$ cat src/hsl2rgb_pkg.sv
// ----------------------------------------------------------------------------
// hsl2rgb_pkg
// Shared constants, types and helpers for the 240-scale HSL to RGB converter.
// ----------------------------------------------------------------------------
package hsl2rgb_pkg;

  localparam int unsigned ScaleIn   = 240;
  localparam int unsigned HalfIn    = 120;
  localparam int unsigned ThirdTurn = 80;
  localparam int unsigned SixthTurn = 40;

  localparam int unsigned CompW  = 8;   // one colour component
  localparam int unsigned WordW  = 24;  // three components, packed
  localparam int unsigned KW     = 6;   // sector weight 0..40
  localparam int unsigned VW     = 16;  // v1, v2 and v2-v1, unit 57600
  localparam int unsigned NumW   = 22;  // 40*v1 + (v2-v1)*k
  localparam int unsigned XW     = 27;  // 17*num
  localparam int unsigned YW     = 15;  // 17*num / 2048
  localparam int unsigned ProdW  = 30;  // y * reciprocal of 75
  localparam int unsigned RecipShift = 21;

  // 255/(40*57600) = 17/153600 = 17/(2048*75); 1/75 ~ 27963 / 2^21
  localparam logic [4:0]    OutNum   = 5'd17;
  localparam int unsigned   DivShift = 11;
  localparam logic [YW-1:0] Recip75  = 15'd27963;

  typedef struct packed {
    logic en_num;
    logic en_scl;
    logic en_out;
  } chan_ctrl_t;

  // Weight 0..40 for a hue position 0..239
  function automatic logic [KW-1:0] sector_weight(input logic [CompW-1:0] t);
    logic [CompW-1:0] w;
    begin
      if (t < CompW'(SixthTurn)) begin
        w = t;
      end else if (t < CompW'(3 * SixthTurn)) begin
        w = CompW'(SixthTurn);
      end else if (t < CompW'(4 * SixthTurn)) begin
        w = CompW'(4 * SixthTurn) - t;
      end else begin
        w = '0;
      end
      return w[KW-1:0];
    end
  endfunction

endpackage

$ cat src/hsl2rgb_chan.sv
// ----------------------------------------------------------------------------
// hsl2rgb_chan
// One colour channel: sector blend of v1/v2 and exact scaling to 0..255,
// three register stages.
// ----------------------------------------------------------------------------
module hsl2rgb_chan
  import hsl2rgb_pkg::*;
(
  input  logic             clk_i,
  input  chan_ctrl_t       ctrl_i,
  input  logic [VW-1:0]    v1_i,
  input  logic [VW-1:0]    diff_i,
  input  logic [KW-1:0]    k_i,
  output logic [CompW-1:0] chan_o
);

  logic [NumW-1:0]  num_d, num_q;
  logic [XW-1:0]    x;
  logic [YW-1:0]    y_d, y_q;
  logic [ProdW-1:0] prod;
  logic [8:0]       quo;
  logic [CompW-1:0] chan_d, chan_q;

  assign num_d = NumW'(v1_i) * NumW'(SixthTurn) + NumW'(diff_i) * NumW'(k_i);

  assign x   = XW'(num_q) * XW'(OutNum);
  assign y_d = YW'(x >> DivShift);

  // floor(y/75) is exact through this reciprocal for y below 28728
  assign prod   = ProdW'(y_q) * ProdW'(Recip75);
  assign quo    = prod[ProdW-1:RecipShift];
  assign chan_d = quo[8] ? '1 : quo[CompW-1:0];

  always_ff @(posedge clk_i) begin
    if (ctrl_i.en_num) begin
      num_q <= num_d;
    end
    if (ctrl_i.en_scl) begin
      y_q <= y_d;
    end
    if (ctrl_i.en_out) begin
      chan_q <= chan_d;
    end
  end

  assign chan_o = chan_q;

endmodule

$ cat src/hsl_to_rgb_240_scale_top.sv
// ----------------------------------------------------------------------------
// hsl_to_rgb_240_scale_top
// HSL (0..240 scale) to RGB (0..255) converter, five-stage pipeline.
// ----------------------------------------------------------------------------
// Usage:
//   Slave stream takes one colour per word: hue, saturation, lightness.
//   Hue 240..255 wraps by 240; saturation and lightness clamp at 240.
//   Master stream gives red, green, blue, each the floor of the exact value.
//   Throughput: one word per cycle while m_axis_tready is high; the five
//   register stages each hold a valid bit and load whenever they are empty
//   or the stage after can load, so bubbles close up while the receiver stalls.
//   While m_axis_tready is low the result holds on the master side; words
//   are still accepted until every stage is full, then s_axis_tready drops.
//   Nothing is lost or repeated across a stall.
//   Reset clears all valid bits; no result is presented after reset until
//   a word has been accepted.
//   Stage 1: clamp, hue positions and l*s. Stage 2: v1 and v2-v1.
//   Stages 3-5 per channel: blend, scale by 17/2048, divide by 75.
// ----------------------------------------------------------------------------
module hsl_to_rgb_240_scale_top
  import hsl2rgb_pkg::*;
(
  input  logic             clk_i,
  input  logic             rst_ni,
  input  logic             s_axis_tvalid,
  output logic             s_axis_tready,
  input  logic [WordW-1:0] s_axis_tdata,   // hue, saturation, lightness
  output logic             m_axis_tvalid,
  input  logic             m_axis_tready,
  output logic [WordW-1:0] m_axis_tdata    // red, green, blue
);

  logic [4:0] vld_q, vld_d, rdy;

  // ready chain: a stage loads when it is empty or its successor moves
  always_comb begin
    rdy[4] = !vld_q[4] || m_axis_tready;
    for (int i = 3; i >= 0; i--) begin
      rdy[i] = !vld_q[i] || rdy[i+1];
    end
    vld_d = vld_q;
    if (rdy[0]) begin
      vld_d[0] = s_axis_tvalid;
    end
    for (int i = 1; i < 5; i++) begin
      if (rdy[i]) begin
        vld_d[i] = vld_q[i-1];
      end
    end
  end

  always_ff @(posedge clk_i or negedge rst_ni) begin
    if (!rst_ni) begin
      vld_q <= '0;
    end else begin
      vld_q <= vld_d;
    end
  end

  assign s_axis_tready = rdy[0];
  assign m_axis_tvalid = vld_q[4];

  // ---------------- stage 1 ----------------
  logic [CompW-1:0] hue_in, sat_in, lit_in;
  logic [CompW-1:0] h, s_c, l_c, tr, tb;
  logic [8:0]       h80;
  logic [VW-1:0]    ls_d;
  logic [CompW-1:0] s_q1, l_q1;
  logic [VW-1:0]    ls_q1;
  logic [KW-1:0]    kr_q1, kg_q1, kb_q1;

  assign hue_in = s_axis_tdata[7:0];
  assign sat_in = s_axis_tdata[15:8];
  assign lit_in = s_axis_tdata[23:16];

  assign h   = (hue_in >= CompW'(ScaleIn)) ? hue_in - CompW'(ScaleIn) : hue_in;
  assign s_c = (sat_in > CompW'(ScaleIn)) ? CompW'(ScaleIn) : sat_in;
  assign l_c = (lit_in > CompW'(ScaleIn)) ? CompW'(ScaleIn) : lit_in;
  assign h80 = {1'b0, h} + 9'(ThirdTurn);
  assign tr  = (h80 >= 9'(ScaleIn)) ? CompW'(h80 - 9'(ScaleIn)) : h80[CompW-1:0];
  assign tb  = (h >= CompW'(ThirdTurn)) ? h - CompW'(ThirdTurn)
                                        : h + CompW'(ScaleIn - ThirdTurn);
  assign ls_d = VW'(l_c) * VW'(s_c);

  always_ff @(posedge clk_i) begin
    if (rdy[0]) begin
      s_q1  <= s_c;
      l_q1  <= l_c;
      ls_q1 <= ls_d;
      kr_q1 <= sector_weight(tr);
      kg_q1 <= sector_weight(h);
      kb_q1 <= sector_weight(tb);
    end
  end

  // ---------------- stage 2 ----------------
  // zero saturation gives v1 = v2 = 240*l, which is the plain grey
  logic [17:0]   v2w, l480;
  logic [VW-1:0] v2, v1_d, diff_d;
  logic [VW-1:0] v1_q2, diff_q2;
  logic [KW-1:0] kr_q2, kg_q2, kb_q2;

  always_comb begin
    if (l_q1 < CompW'(HalfIn)) begin
      v2w = 18'(l_q1) * 18'(ScaleIn) + 18'(ls_q1);
    end else begin
      v2w = (18'(l_q1) + 18'(s_q1)) * 18'(ScaleIn) - 18'(ls_q1);
    end
  end

  assign l480   = 18'(l_q1) * 18'(2 * ScaleIn);
  assign v2     = v2w[VW-1:0];
  assign v1_d   = VW'(l480 - v2w);
  assign diff_d = v2 - v1_d;

  always_ff @(posedge clk_i) begin
    if (rdy[1]) begin
      v1_q2   <= v1_d;
      diff_q2 <= diff_d;
      kr_q2   <= kr_q1;
      kg_q2   <= kg_q1;
      kb_q2   <= kb_q1;
    end
  end

  // ---------------- stages 3..5 ----------------
  chan_ctrl_t       cctrl;
  logic [CompW-1:0] red, green, blue;

  assign cctrl.en_num = rdy[2];
  assign cctrl.en_scl = rdy[3];
  assign cctrl.en_out = rdy[4];

  hsl2rgb_chan u_red (
    .clk_i  (clk_i),
    .ctrl_i (cctrl),
    .v1_i   (v1_q2),
    .diff_i (diff_q2),
    .k_i    (kr_q2),
    .chan_o (red)
  );

  hsl2rgb_chan u_green (
    .clk_i  (clk_i),
    .ctrl_i (cctrl),
    .v1_i   (v1_q2),
    .diff_i (diff_q2),
    .k_i    (kg_q2),
    .chan_o (green)
  );

  hsl2rgb_chan u_blue (
    .clk_i  (clk_i),
    .ctrl_i (cctrl),
    .v1_i   (v1_q2),
    .diff_i (diff_q2),
    .k_i    (kb_q2),
    .chan_o (blue)
  );

  assign m_axis_tdata = {blue, green, red};

endmodule

$ cat config.mk
export PLATFORM = sky130hd
export DESIGN_NAME = hsl_to_rgb_240_scale_top
export DESIGN_NICKNAME = d
export VERILOG_FILES = /design/src/hsl2rgb_pkg.sv /design/src/hsl2rgb_chan.sv /design/src/hsl_to_rgb_240_scale_top.sv
export SDC_FILE = /design/constraint.sdc
export NUM_CORES = 2
export LEC_CHECK = 0
export CAP_MARGIN = 20
export CORE_UTILIZATION = 45
export CTS_CLUSTER_DIAMETER = 150
export DETAILED_ROUTE_END_ITERATION = 7
export DONT_BUFFER_PORTS = 1
export HOLD_SLACK_MARGIN = 0.02
export PLACE_DENSITY = 0.68
export SYNTH_ARGS = -nofsm -noshare
export SYNTH_HDL_FRONTEND = slang
export SYNTH_SLANG_ARGS = --single-unit
export TNS_END_PERCENT = 30
$ cat constraint.sdc
create_clock -name clk_i -period 14.4 [get_ports clk_i]
set_clock_uncertainty 0.2 [all_clocks]
set_input_delay 2.16 -clock clk_i [delete_from_list [all_inputs] [get_ports clk_i]]
set_output_delay 2.16 -clock clk_i [all_outputs]
set_load 0.01 [all_outputs]
==> implementation parameters <==
Parameter                              Value

Global routing
  Combined global-route utilization of all metal layers ... around 18%
  Number of global-route vias before repair ... around 27000
  Wire length of the first global-routing pass ... about 130000 um
  Maximum number of pins on one net before global-route repair ... 65
  Antenna violations before repair ... 2
  Total gr overflow ... 0

Floorplanning
  Horizontal die dimension ... ~300 um
  Placement Rows ... roughly 110
  Total die area ... roughly 88000 um^2
  Die Y-Extent ... 297 um
  Initial cell density of the core ... ~46%
  Core region area ... 85500 um^2
  Number of ports placed on the die boundary ... 54

CTS
  Root cell of the clock tree ... clkbuf_16
  Clock Latency Late Sink ... approximately 0.6 ns
  Number of setup buffers added after CTS ... 0
  Maximum number of buffers from clock root to sink ... 3
  Sink Count ... ~240
  Hold-fix buffers, CTS ... 0
  Clock buffer count from CTS ... 30
  CTS clk-pin slew, worst paths ... around 0.06 ns
  CTS tree ... yes
  Number of cells upsized or downsized after cts ... 0
  Number of H-tree branching levels ... 1

STA
  Setup violators final ... 0
  Top achievable clock speed ... 0.133 GHz
  RSZ-0062 raised after global routing ... no
  Count of pins over their slew limit ... 0
  Clock period minus worst slack ... 7.54 ns
  Max-slew headroom at the worst pin ... between 40% and 50%
  Worst slew pin tran ... 0.832 ns
  Final worst-path cycle share ... between 50% and 60%
  Setup TNS ... 0 ns
  Final hold vios ... 0

Min path
  Min-Delay Endpoint ... kb_q2[5]
  Hold Crit Start ... kb_q1[5]
  Min-Delay Path Class ... reg2reg
  Hold Crit Depth ... 0

Cells and area
  Area growth from synthesis to layout ... 6.14%
  Share of final-layout standard cells stronger than drive strength 1 ... between 3 and 4%
  Most common library cell in the layout ignoring fill and taps ... inv_1
  Number of nets in the finished design ... roughly 5100
  Most frequent cells in the layout ... 888 x inv_1, 676 x ha_1, 554 x fa_1, 339 x nand2_1, 231 x edfxtp_1
  Diode count ... 0
  Finished layout cell area ... just over 40000 um^2

Placement
  Instance area at placement ... slightly above 40000 um^2
  Port bufs ... 0
  Estimated wirelength of the detail-placed design ... 63600 um
  Global placement routability congestion ... around 0.9

Drt
  Detail Route Antenna Nets ... 0
  Drt initial violations ... 1213
  Detailed-route wire length ... between 70000 and 80000 um
  Post-route DRC ... 0
  Number of vias after detailed routing ... around 25000
  Routed wire length per instance ... roughly 15 um
  Vias per cell ... 5.03
  Detailed-routing iteration count for the pre-antenna-repair pass ... 5

Yosys
  Primary FF master, synth ... edfxtp_1
  Average footprint of a synthesized cell ... 10.0 um^2
  Proportion of synthesized chip area in sequential cells ... between 10% and 20%
  Synth Instances ... around 4000
  Combined area of all synthesized cells ... roughly 40000 um^2
  Fraction of registers with async set or reset after synthesis ... under 10%
  Number of synthesis warnings ... 0
  Number of enable flip-flop cells after synthesis ... 231
  Post-synthesis cell type count ... 95
  #FFs+latches synth ... about 240

Worst setup path
  Critical Path Fanout Max ... 5
  CP Data Required Time ... approximately 15 ns
  Data arrival time of the worst path ... 7.69 ns
  Type of element capturing the critical path ... flop
  Worst setup path class ... reg2reg
  Startpoint types ... flop
  Crit path largest cell delay ... around 0.58 ns
  FF-to-FF path depth ... 29
  Source of the worst register-to-register timing path ... l_q1[0]
  Timing startpoint of the critical path ... l_q1[0]
  Cell occurring most often along the worst timing path ... ha_1
  Reg-to-reg slack, setup ... 6.86 ns
  CP max stage cell ... fa_1
  Crit Reg-Reg Endpoint ... diff_q2[15]

Run status
  Result of the run ... complete, no violations

Run
  Max_cap viols ... 0
[Yosys cell counts (all sizes together) (5+ instances only)]
cell type	instances	share of area, %
nand3	34	0.47
dfrtp	5	0.32
clkbuf	61	0.59
xnor2	170	3.8
o31ai	8	0.19
nor2	129	1.2
ha	676	22
o2111ai	5	0.16
a211oi	11	0.24
a31oi	13	0.21
and2	87	1.4
o211ai	12	0.23
o21bai	21	0.40
a21o	63	1.2
o31a	5	0.11
o21ai	97	1.3
nor3	34	0.46
nor4	6	0.11
a21boi	17	0.33
mux2i	7	0.21
or3	12	0.20
or2	13	0.21
and3	23	0.37
a21oi	150	2.0
buf	7	0.11
o21a	17	0.33
nor2b	26	0.42
nand4	8	0.13
fa	554	28
nand2	341	3.3
nand2b	36	0.58
inv	890	8.5
a31o	6	0.13
xor2	65	1.5
edfxtp	231	18
[critical path, delay by kind of cell (launching register included)]
family	cells	cell delay (ns)
buf+inv	3	0.26
flops	1	0.50
compound gates	9	1.71
simple gates	4	0.83
fa+ha+maj	8	2.83
xor+xnor	5	0.94
[area by class of cell]
cell class,count,area (um^2)
Clock buffer,31,776
Clock inverter,24,357
Fill cell,7889,44000
Inverter,890,3340
Multi-Input combinational cell,2711,28500
Sequential cell,236,7060
Tap cell,1144,1430
Timing Repair Buffer,8,72.6
[sequential cells by signal, summed over array words and instances, names as in the netlist, 16 cells and up]
| signal | count |
|---|---|
| u_blue.num_q | 21 |
| u_red.num_q | 21 |
| v1_q2 | 16 |
| ls_q1 | 16 |
| u_green.num_q | 21 |
[kinds of logic (layout without fill, tap and decap cells)]
family / Yosys count / in the layout / share of synthesized area [%]
adder cells (fa/ha/maj): 1231 / 1231 / 50.0
buffers and inverters: 958 / 953 / 9.24
AND/OR/NAND/NOR: 765 / 765 / 9.22
AO/OA/AOI/OAI: 460 / 460 / 7.75
XOR/XNOR: 236 / 236 / 5.39
flip-flops: 236 / 236 / 18.1
multiplexers: 10 / 10 / 0.298
other: 2 / 9 / 0.0192
[how the worst max path moves through the flow]
stage                     slack, ns  depth (start not counted)            end
final                          6.86                         29    diff_q2[15]
after global routing           6.37                         29    diff_q2[15]
after CTS                      6.88                         29    diff_q2[15]
after detailed placement       6.92                         29    diff_q2[15]
after global placement         7.03                         29    diff_q2[14]
after floorplan                6.98                          4  s_axis_tready
[per-stage QoR]
| step | setup slack (ns) | hold WS, ns | util [%] | cells |
|---|---|---|---|---|
| after floorplan | 6.98 | 0.200 | - | 3905 |
| final | 6.86 | 0.216 | 48.5 | 5044 |
| after global placement | 7.03 | 0.202 | 47.2 | 4988 |
| after global routing | 6.37 | 0.227 | 48.5 | 5044 |
| after CTS | 6.88 | 0.216 | 48.5 | 5043 |
| after detailed placement | 6.92 | 0.205 | 47.2 | 4988 |
[metal layers]
layer  global-route usage [%]  wire [um]  vias up
met1                     24.0      34500    12400
li1                         -          -    12400
met4                     3.69       1600        0
met2                     30.5      35300      390
met3                     2.35       3090       99
met5                        0          0        -
Power is left out: the tool's default activity adds up to more than one toggle a clock period on the data nets, which glitch-free logic cannot reach.
